### config.mk
export PLATFORM = sky130hd
export DESIGN_NAME = rc_serial_frame_receiver
export DESIGN_NICKNAME = d
export VERILOG_FILES = /design/src/hdl/rcsfr_pkg.sv /design/src/hdl/rc_serial_frame_receiver.sv /design/src/hdl/rcsfr_ram.sv
export SDC_FILE = /design/constraint.sdc
export NUM_CORES = 1
export LEC_CHECK = 0
export ABC_CLOCK_PERIOD_IN_PS = 3800
export BUFFER_PORTS_ARGS = -buffer_cell sky130_fd_sc_hd__buf_2
export CORE_AREA = 10 10 208 161
export CTS_CLUSTER_DIAMETER = 50
export DETAILED_ROUTE_END_ITERATION = 12
export DIE_AREA = 0 0 218 171
export PLACE_DENSITY_LB_ADDON = 0.2
export SETUP_SLACK_MARGIN = 0.02
export SYNTH_ARGS = -nofsm -noshare
export SYNTH_HDL_FRONTEND = slang
export SYNTH_SLANG_ARGS = --single-unit
### constraint.sdc
create_clock -name clk -period 3.8 [get_ports clk]
set_input_delay 0.19 -clock clk [delete_from_list [all_inputs] [get_ports clk]]
set_output_delay 0.19 -clock clk [all_outputs]
set_load 0.05 [all_outputs]
### src/hdl/rcsfr_pkg.sv
// Package for the RC serial frame receiver: byte codes, port widths,
// register indexes and the emission state type.
// No dependencies; used by rc_serial_frame_receiver.
`default_nettype none

package rcsfr_pkg;

	// Command byte that must follow the length byte of a frame header.
	localparam logic [7:0] CMD_BYTE = 8'h40;

	// Payload widths on the stream ports.
	localparam int unsigned IN_TDATA_W  = 8;
	localparam int unsigned INDEX_W     = 4;
	localparam int unsigned VALUE_W     = 16;
	localparam int unsigned OUT_TDATA_W = 24;
	localparam int unsigned CFG_DATA_W  = 16;

	// Configuration register indexes.
	typedef enum logic {
		REG_MIN_VALUE = 1'b0,
		REG_MAX_VALUE = 1'b1
	} cfg_reg_t;

	// Result emission sequencer.
	typedef enum logic [1:0] {
		EM_IDLE,
		EM_LOAD,
		EM_SHOW
	} emit_state_t;

endpackage

`default_nettype wire

### src/hdl/rc_serial_frame_receiver.sv
// RC serial frame receiver: parses a byte stream into checked channel frames.
// Depends on rcsfr_pkg and rcsfr_ram.
//
// Usage: received serial bytes enter on the s_axis channel, one byte per beat.
// The parser hunts for the length byte FRAME_BYTES followed by the command
// byte 0x40, collects the frame, sums bytes 0..FRAME_BYTES-3 and writes each
// little-endian channel word into the channel RAM, checking it against the
// min/max registers as it arrives.
// On the final checksum byte of a good frame with all channels in range, the
// block sends CHANNELS beats on m_axis (index, value, tlast on the final one).
// A bad frame sends nothing. The burst is read from the channel RAM one word
// at a time; each result passes the RAM read register and then the output
// register, and the next word is read once the previous beat is taken.
// s_axis_tready is low while a burst is in flight, so a stalled sink holds
// the parser too; the output beat stays stable until taken.
// Reset clears the parser (hunting for a header), the emission sequencer and
// loads the limits 1000 and 2000. The channel RAM is not cleared.
// Configuration writes (cfg_we, cfg_index, cfg_data) take effect at once.
`default_nettype none

module rc_serial_frame_receiver #(
	parameter int CHANNELS    = 14,
	parameter int FRAME_BYTES = 32
) (
	input  wire logic                                  clk,
	input  wire logic                                  arst_n,
	// Configuration write port.
	input  wire logic                                  cfg_we,
	input  wire logic                                  cfg_index,
	input  wire logic [rcsfr_pkg::CFG_DATA_W-1:0]      cfg_data,
	// Input bytes. tdata: [7:0] data_byte.
	input  wire logic                                  s_axis_tvalid,
	output logic                                       s_axis_tready,
	input  wire logic [rcsfr_pkg::IN_TDATA_W-1:0]      s_axis_tdata,
	// Results. tdata: [3:0] channel_index, [19:4] channel_value, [23:20] zero.
	output logic                                       m_axis_tvalid,
	input  wire logic                                  m_axis_tready,
	output logic [rcsfr_pkg::OUT_TDATA_W-1:0]          m_axis_tdata,
	output logic                                       m_axis_tlast
);

	localparam int POS_W = $clog2(FRAME_BYTES);
	localparam int CH_W  = (CHANNELS > 1) ? $clog2(CHANNELS) : 1;
	localparam int CW    = ((POS_W > CH_W) ? POS_W : CH_W) + 1;
	localparam int VW    = rcsfr_pkg::VALUE_W;

	// Configuration registers.
	logic [VW-1:0] min_q;
	logic [VW-1:0] max_q;

	// Parser state.
	logic [POS_W-1:0] pos_q;
	logic [VW-1:0]    sum_q;
	logic [7:0]       low_q;
	logic             fault_q;

	// Emission state.
	rcsfr_pkg::emit_state_t state_q, state_d;
	logic [CH_W-1:0]  idx_q;
	logic [VW-1:0]    value_q;

	// RAM ports.
	logic             ram_we;
	logic [CH_W-1:0]  ram_waddr;
	logic             ram_re;
	logic [CH_W-1:0]  ram_raddr;
	logic [VW-1:0]    ram_rdata;

	logic             in_beat;
	logic             out_beat;
	logic             idx_last;
	logic [7:0]       b;
	logic [VW-1:0]    word;
	logic [CW-1:0]    ch;
	logic             ch_ok;
	logic             word_bad;
	logic             pos_payload;
	logic             pos_last;
	logic             good_frame;

	assign b        = s_axis_tdata;
	assign in_beat  = s_axis_tvalid && s_axis_tready;
	assign out_beat = m_axis_tvalid && m_axis_tready;
	assign idx_last = (idx_q == CH_W'(CHANNELS - 1));

	// Configuration writes.
	always_ff @(posedge clk or negedge arst_n) begin
		if (!arst_n) begin
			min_q <= VW'(1000);
			max_q <= VW'(2000);
		end else if (cfg_we) begin
			unique case (rcsfr_pkg::cfg_reg_t'(cfg_index))
				rcsfr_pkg::REG_MIN_VALUE: min_q <= cfg_data;
				rcsfr_pkg::REG_MAX_VALUE: max_q <= cfg_data;
			endcase
		end
	end

	// Channel decode of the current byte position and the range check.
	assign word        = {b, low_q};
	assign ch          = (CW'(pos_q) - CW'(3)) >> 1;
	assign ch_ok       = (ch < CW'(CHANNELS));
	assign word_bad    = (word < min_q) || (word > max_q);
	assign pos_payload = (pos_q >= POS_W'(2)) && (pos_q < POS_W'(FRAME_BYTES - 2));
	assign pos_last    = (pos_q == POS_W'(FRAME_BYTES - 1));

	// A high byte of a covered channel writes the word into the RAM.
	assign ram_we    = in_beat && pos_payload && pos_q[0] && ch_ok;
	assign ram_waddr = ch[CH_W-1:0];

	// Checksum test on the final byte.
	assign good_frame = in_beat && pos_last && !fault_q
		&& ((16'hFFFF - sum_q) == word);

	// Byte parser.
	always_ff @(posedge clk or negedge arst_n) begin
		if (!arst_n) begin
			pos_q   <= '0;
			sum_q   <= '0;
			low_q   <= '0;
			fault_q <= 1'b0;
		end else if (in_beat) begin
			if (pos_q == '0) begin
				if (b == 8'(FRAME_BYTES)) begin
					pos_q   <= POS_W'(1);
					sum_q   <= VW'(FRAME_BYTES);
					fault_q <= 1'b0;
				end
			end else if (pos_q == POS_W'(1) && b != rcsfr_pkg::CMD_BYTE) begin
				// Resynchronize: another length byte keeps the parser armed.
				if (b == 8'(FRAME_BYTES)) begin
					pos_q   <= POS_W'(1);
					sum_q   <= VW'(FRAME_BYTES);
					fault_q <= 1'b0;
				end else begin
					pos_q <= '0;
				end
			end else if (pos_q < POS_W'(FRAME_BYTES - 2)) begin
				sum_q <= sum_q + VW'(b);
				if (pos_payload) begin
					if (!pos_q[0]) begin
						low_q <= b;
					end else if (ch_ok && word_bad) begin
						fault_q <= 1'b1;
					end
				end
				pos_q <= pos_q + POS_W'(1);
			end else if (pos_q == POS_W'(FRAME_BYTES - 2)) begin
				low_q <= b;
				pos_q <= pos_q + POS_W'(1);
			end else begin
				pos_q <= '0;
			end
		end
	end

	// Emission sequencer state register.
	always_ff @(posedge clk or negedge arst_n) begin
		if (!arst_n) begin
			state_q <= rcsfr_pkg::EM_IDLE;
		end else begin
			state_q <= state_d;
		end
	end

	// Next state, RAM read and handshake outputs.
	always_comb begin
		state_d       = state_q;
		ram_re        = 1'b0;
		ram_raddr     = '0;
		s_axis_tready = 1'b0;
		m_axis_tvalid = 1'b0;
		unique case (state_q)
			rcsfr_pkg::EM_IDLE: begin
				s_axis_tready = 1'b1;
				if (good_frame) begin
					ram_re  = 1'b1;
					state_d = rcsfr_pkg::EM_LOAD;
				end
			end
			rcsfr_pkg::EM_LOAD: begin
				state_d = rcsfr_pkg::EM_SHOW;
			end
			rcsfr_pkg::EM_SHOW: begin
				m_axis_tvalid = 1'b1;
				if (m_axis_tready) begin
					if (idx_last) begin
						state_d = rcsfr_pkg::EM_IDLE;
					end else begin
						ram_re    = 1'b1;
						ram_raddr = idx_q + CH_W'(1);
						state_d   = rcsfr_pkg::EM_LOAD;
					end
				end
			end
			default: begin
				state_d = rcsfr_pkg::EM_IDLE;
			end
		endcase
	end

	// Channel counter of the burst.
	always_ff @(posedge clk or negedge arst_n) begin
		if (!arst_n) begin
			idx_q <= '0;
		end else if (good_frame) begin
			idx_q <= '0;
		end else if (out_beat && !idx_last) begin
			idx_q <= idx_q + CH_W'(1);
		end
	end

	// Output register takes the RAM word in the EM_LOAD state that follows the read.
	always_ff @(posedge clk) begin
		if (state_q == rcsfr_pkg::EM_LOAD) begin
			value_q <= ram_rdata;
		end
	end

	assign m_axis_tdata = {4'b0000, value_q, rcsfr_pkg::INDEX_W'(idx_q)};
	assign m_axis_tlast = idx_last;

	// Channel word store; writes happen only while parsing, reads only in a burst.
	rcsfr_ram #(
		.WIDTH(VW),
		.DEPTH(CHANNELS)
	) u_chan_ram (
		.clk   (clk),
		.we    (ram_we),
		.waddr (ram_waddr),
		.wdata (word),
		.re    (ram_re),
		.raddr (ram_raddr),
		.rdata (ram_rdata)
	);

	// The parser is held while a burst is in flight.
	a_no_overlap: assert property (@(posedge clk) disable iff (!arst_n)
		m_axis_tvalid |-> !s_axis_tready)
		else $error("input accepted during a result burst");

	// A RAM write never coincides with a burst read.
	a_ram_write_idle: assert property (@(posedge clk) disable iff (!arst_n)
		ram_we |-> (state_q == rcsfr_pkg::EM_IDLE))
		else $error("channel RAM written outside the idle state");

	// The output register loads only after a RAM read was issued.
	a_load_after_read: assert property (@(posedge clk) disable iff (!arst_n)
		(state_q == rcsfr_pkg::EM_LOAD) |-> $past(ram_re))
		else $error("output register loaded without a RAM read");

	// The final beat of a burst returns the sequencer to idle.
	a_last_ends: assert property (@(posedge clk) disable iff (!arst_n)
		(out_beat && m_axis_tlast) |=> (state_q == rcsfr_pkg::EM_IDLE))
		else $error("burst did not end after the last beat");

	// A non-final beat advances to the next channel.
	a_next_channel: assert property (@(posedge clk) disable iff (!arst_n)
		(out_beat && !m_axis_tlast) |=> (idx_q == $past(idx_q) + CH_W'(1)))
		else $error("channel index did not advance");

endmodule

`default_nettype wire

### src/hdl/rcsfr_ram.sv
// Generic single-port-write, single-port-read RAM with a registered read.
// No dependencies; holds the channel words of the frame receiver.
`default_nettype none

module rcsfr_ram #(
	parameter int WIDTH = 16,
	parameter int DEPTH = 14
) (
	input  wire logic                                  clk,
	input  wire logic                                  we,
	input  wire logic [((DEPTH > 1) ? $clog2(DEPTH) : 1)-1:0] waddr,
	input  wire logic [WIDTH-1:0]                      wdata,
	input  wire logic                                  re,
	input  wire logic [((DEPTH > 1) ? $clog2(DEPTH) : 1)-1:0] raddr,
	output logic      [WIDTH-1:0]                      rdata
);

	logic [WIDTH-1:0] mem_q [DEPTH];

	// One write and one registered read per cycle.
	always_ff @(posedge clk) begin
		if (we) begin
			mem_q[waddr] <= wdata;
		end
		if (re) begin
			rdata <= mem_q[raddr];
		end
	end

endmodule

`default_nettype wire
==> impl.org <==
** CTS
- Clock-pin slew was measured on the worst setup and hold paths at 60 ps.
- Number of sinks on the clock net :: 324
- Clock Path Buffers :: 3
- Number of buffers created by CTS :: 35
- Worst skew pair latency :: 540 ps
- Root buffer cell :: sky130_fd_sc_hd__clkbuf_16
- TritonCTS built the clock tree.
- The H-tree generated during clock tree synthesis spans 2 levels.

** Run
- Number of maximum-capacitance constraint violations :: 0

** Worst setup path
- The slowest stage of the critical path is the sky130_fd_sc_hd__dfrtp_1 cell.
- Startpoint kind of the worst setup timing path :: flop
- The worst register-to-register path ends at u_chan_ram.rdata[0]$_DFFE_PP_.
- Critical register-to-register path startpoint :: pos_q[0]$_DFFE_PN0P_
- Critical path, cell by cell :: ha_1, and3_1, ha_1, nand4b_1, nor4_1, buf_4, or2_2
- Data on the critical path arrives at its endpoint at 2920 ps.
- Top cell family by delay on the critical path :: simple AND/OR/NAND/NOR gates
- Along the worst path, the maximum fanout reaches 16.
- Slack of the worst reg-to-reg path :: 1040 ps
- The cell that appears most often on the critical path is sky130_fd_sc_hd__ha_1.
- Required time reported for the critical path endpoint :: 3950 ps
- The number of buffers and inverters on the critical path is 1.
- The worst register-to-register path has a depth of 7.
- Crit. End Element :: flop
- The worst setup path is of the flop to flop kind.
- Slowest cell delay on critical path :: 470 ps

** Route
- First-pass DRT Iterations :: 4
- After detailed routing, the number of remaining DRC violations is 0.
- Routed via count divided by cell count :: 5.674
- The routed layout has 8812 vias.
- In this run, the number of DRC markers left after iteration 0 of detailed routing was 674.
- In the final routed layout, each cell accounts on average for 21.97 um.
- The detail route stage leaves a number of antenna-violating nets equal to 0.
- Total Wirelength :: 34130 um

** Floorplanning
- In this run the core area contains 55 standard-cell rows.
- Total die area :: 37280 sq um
- The floorplan step set the die height to 171 um.
- Core region area :: 29590 sq um
- From left edge to right edge, the die measures 218 um.
- 57 I/O pins were placed.
- Initial core utilization :: 48.78%

** Layout
- Utilization of the core after routing :: 55.86%
- Fill cells in the final layout number 2460.
- Commonest non-fill, non-tap cell in the layout :: sky130_fd_sc_hd__edfxtp_1
- Of the cells placed in the final design, the portion with a size suffix greater than 1 is 19.15%.
- Commonest cells after routing, fill and taps aside :: 256 x sky130_fd_sc_hd__edfxtp_1, 72 x sky130_fd_sc_hd__nand2_1, 55 x sky130_fd_sc_hd__o21ai_0, 55 x sky130_fd_sc_hd__dfrtp_1, 52 x sky130_fd_sc_hd__buf_2
- In the final design database the tool counted 1206 nets.
- The finished cells cover 16530 sq um.
- Antenna diodes :: 0
- Synth-to-Final Area Change :: 14.53%

** GRT
- Global-route wire length before repair :: 53050 um
- Vias in the first global route :: 8875
- Entering global routing, the biggest net connects 66 pins.
- The initial antenna violation count came to 0.
- Leftover overflow at the end of global routing :: 0
- Global router's overall resource usage :: 18.46%

** Synth
- Among all flip-flop cells after synthesis, the most frequent one is sky130_fd_sc_hd__edfxtp_1.
- Summing the sequential cell areas from Yosys gives 65.15% of the chip area.
- The Yosys step of the flow raised 0 warnings.
- Count of flip-flops with a built-in enable after synthesis :: 256
- Proportion of netlist area held by the largest area contributor :: 53.26%
- The netlist uses 70 different library cells.
- Async set-or-reset flop fraction in the synthesized netlist :: 20.99%
- Post-synthesis cell area :: 14430 sq um
- The cell count after synthesis came out at 1039.
- Of all cell types, the one taking the most synthesized area is sky130_fd_sc_hd__edfxtp_1.
- Syn Area/Cell :: 13.89 sq um
- Total of flip-flops plus latches after synthesis :: 324
- Yosys attributes the largest share of cell area to sky130_fd_sc_hd__edfxtp_1 53%, sky130_fd_sc_hd__dfrtp_1 9.7%, sky130_fd_sc_hd__ha_1 4.0%.

** STA
- Total negative slack :: 0 ps
- At the pin with the least slew margin, the transition time is 1147 ps.
- Max-Slew Margin vs Limit :: 23.22%
- The count of final max-slew check failures is 0.
- Setup repair after global routing missed its margin :: false
- Peak clock frequency supported by timing :: 361.8 MHz
- Setup violation total in the final timing report :: 0
- The final hold violation count came to 0.
- Clock skew on the completed layout was measured at 26.69 ps.
- Fraction of the cycle the final worst path needs :: 72.74%
- Final hold analysis gives a worst-case slack of 138.8 ps.
- Minimum clock period after layout :: 2764 ps

** Hold path
- Min-Delay Endpoint :: u_chan_ram.mem_q[8][10]$_DFFE_PP_
- Along the worst hold path, the cell count comes to 1.
- HP Class :: input port to flop
- The startpoint identified for the worst hold timing path is s_axis_tdata[2].

** Placement
- The congestion estimate from routability-driven global placement came to 0.7925.
- Placed cell area :: 15250 sq um
- I/O Buffers :: 52
- Final HPWL from detailed placement :: 21000 um

** Outcome
- Status :: finished, final reports clean

** Pwr
- The analysis attributes to cell leakage a power of 0.005915 uW.
- Power spread over the standard cell area amounts to 585.7 nW/um^2.
- Overall power consumption :: 9682 uW
- Peak supply drop :: 0.3446 mV
-- state kept, by name, summed over array words and instances, names as in the netlist --
name	flops
sum_q	16
fault_q	1
u_chan_ram.mem_q	224
state_q	2
u_chan_ram.rdata	16
pos_q	5
low_q	8
value_q	16
min_q	16
idx_q	4
max_q	16
-- synthesized netlist by cell type, types with 3 or more instances --
library cell                 n
sky130_fd_sc_hd__xnor2_1    13
sky130_fd_sc_hd__nor2_1     37
sky130_fd_sc_hd__a31oi_1     8
sky130_fd_sc_hd__nand2_1    72
sky130_fd_sc_hd__a22o_1      6
sky130_fd_sc_hd__buf_2      13
sky130_fd_sc_hd__dfstp_2    12
sky130_fd_sc_hd__inv_1      45
sky130_fd_sc_hd__a21oi_1    48
sky130_fd_sc_hd__edfxtp_1  256
sky130_fd_sc_hd__and2_1      3
sky130_fd_sc_hd__xor2_1     17
sky130_fd_sc_hd__nand4_1    10
sky130_fd_sc_hd__o221ai_1    6
sky130_fd_sc_hd__nand4b_1    3
sky130_fd_sc_hd__and3_1      4
sky130_fd_sc_hd__nor4_1      6
sky130_fd_sc_hd__clkbuf_1   35
sky130_fd_sc_hd__o211ai_1    5
sky130_fd_sc_hd__a221o_1     5
sky130_fd_sc_hd__ha_1       46
sky130_fd_sc_hd__o22ai_1    21
sky130_fd_sc_hd__mux2_2     46
sky130_fd_sc_hd__buf_4       4
sky130_fd_sc_hd__a22oi_1    14
sky130_fd_sc_hd__a211oi_1   32
sky130_fd_sc_hd__mux2i_1    27
sky130_fd_sc_hd__nor2b_1    28
sky130_fd_sc_hd__o21ai_0    55
sky130_fd_sc_hd__mux4_2     11
sky130_fd_sc_hd__dfrtp_1    56
sky130_fd_sc_hd__a221oi_1   15
sky130_fd_sc_hd__nand3_1    18
sky130_fd_sc_hd__a21o_1      9
sky130_fd_sc_hd__nor3_1      4
sky130_fd_sc_hd__o31ai_1     7
-- worst max path at each step --
stage,end,slack [ps],from,cells past startpoint
2_1_floorplan,u_chan_ram.rdata[0]$_DFFE_PP_,840,state_q[1]$_DFFE_PN0P_,6
3_3_place_gp,u_chan_ram.rdata[3]$_DFFE_PP_,1030,pos_q[0]$_DFFE_PN0P_,7
3_5_place_dp,u_chan_ram.rdata[3]$_DFFE_PP_,1060,pos_q[1]$_DFFE_PN0P_,7
4_1_cts,u_chan_ram.rdata[3]$_DFFE_PP_,1050,pos_q[1]$_DFFE_PN0P_,7
5_1_grt,u_chan_ram.rdata[4]$_DFFE_PP_,840,pos_q[0]$_DFFE_PN0P_,7
6_report,u_chan_ram.rdata[0]$_DFFE_PP_,1040,pos_q[0]$_DFFE_PN0P_,7
-- per-layer routing --
layer | routed length, um | part of all wire, % | vias to the layer above | global-route usage, %
li1 | - | - | 4156 | -
met1 | 15990 | 47 | 4377 | 26.29
met2 | 15770 | 46 | 228 | 28.95
met3 | 1831 | 5.4 | 51 | 3.035
met4 | 541 | 1.6 | 0 | 4.548
met5 | 0 | 0 | - | 0
-- logic make-up after synthesis --
| family | count (synthesis) | synth area share, % |
|---|---|---|
| flip-flops | 324 | 65.15 |
| AO/OA/AOI/OAI | 245 | 11.25 |
| AND/OR/NAND/NOR | 209 | 7.654 |
| buffers and inverters | 99 | 2.791 |
| multiplexers | 84 | 7.178 |
| adder cells (fa/ha/maj) | 47 | 4.126 |
| XOR/XNOR | 30 | 1.820 |
| other | 1 | 0.02598 |
-- metrics by stage --
step | std cells | worst slack, ps
final | 1553 | 1036
after global routing | 1553 | 836.5
after CTS | 1553 | 1046
after detailed placement | 1473 | 1063
after global placement | 1473 | 1031
after floorplan | 1042 | 843.5
-- repair_timing --
action	in CTS	in global routing
gates resized for setup	0	0
endpoints found under the hold margin	65	0
buffers inserted	0	0
hold buffers	18	0
-- where the power goes --
group	leakage [uW]	switching (uW)	internal, uW	total, uW
Sequential	0.00313	477	4290	4770
Combinational	0.00225	924	674	1600
Clock	0.000536	1390	1920	3320
Total	0.00592	2800	6890	9680
-- layout make-up --
class                   count  area [sq um]  share of cell area [%]
flip-flops and latches    324          9408                   56.91
multi-input cells         619          4659                   28.19
clock buffers              42         902.1                   5.457
repair buffers            104         695.7                   4.208
well taps                 399         499.2                   3.020
clock inverters            20         197.7                   1.196
inverters                  45         168.9                   1.022
Power figures use the tool's default switching activity.
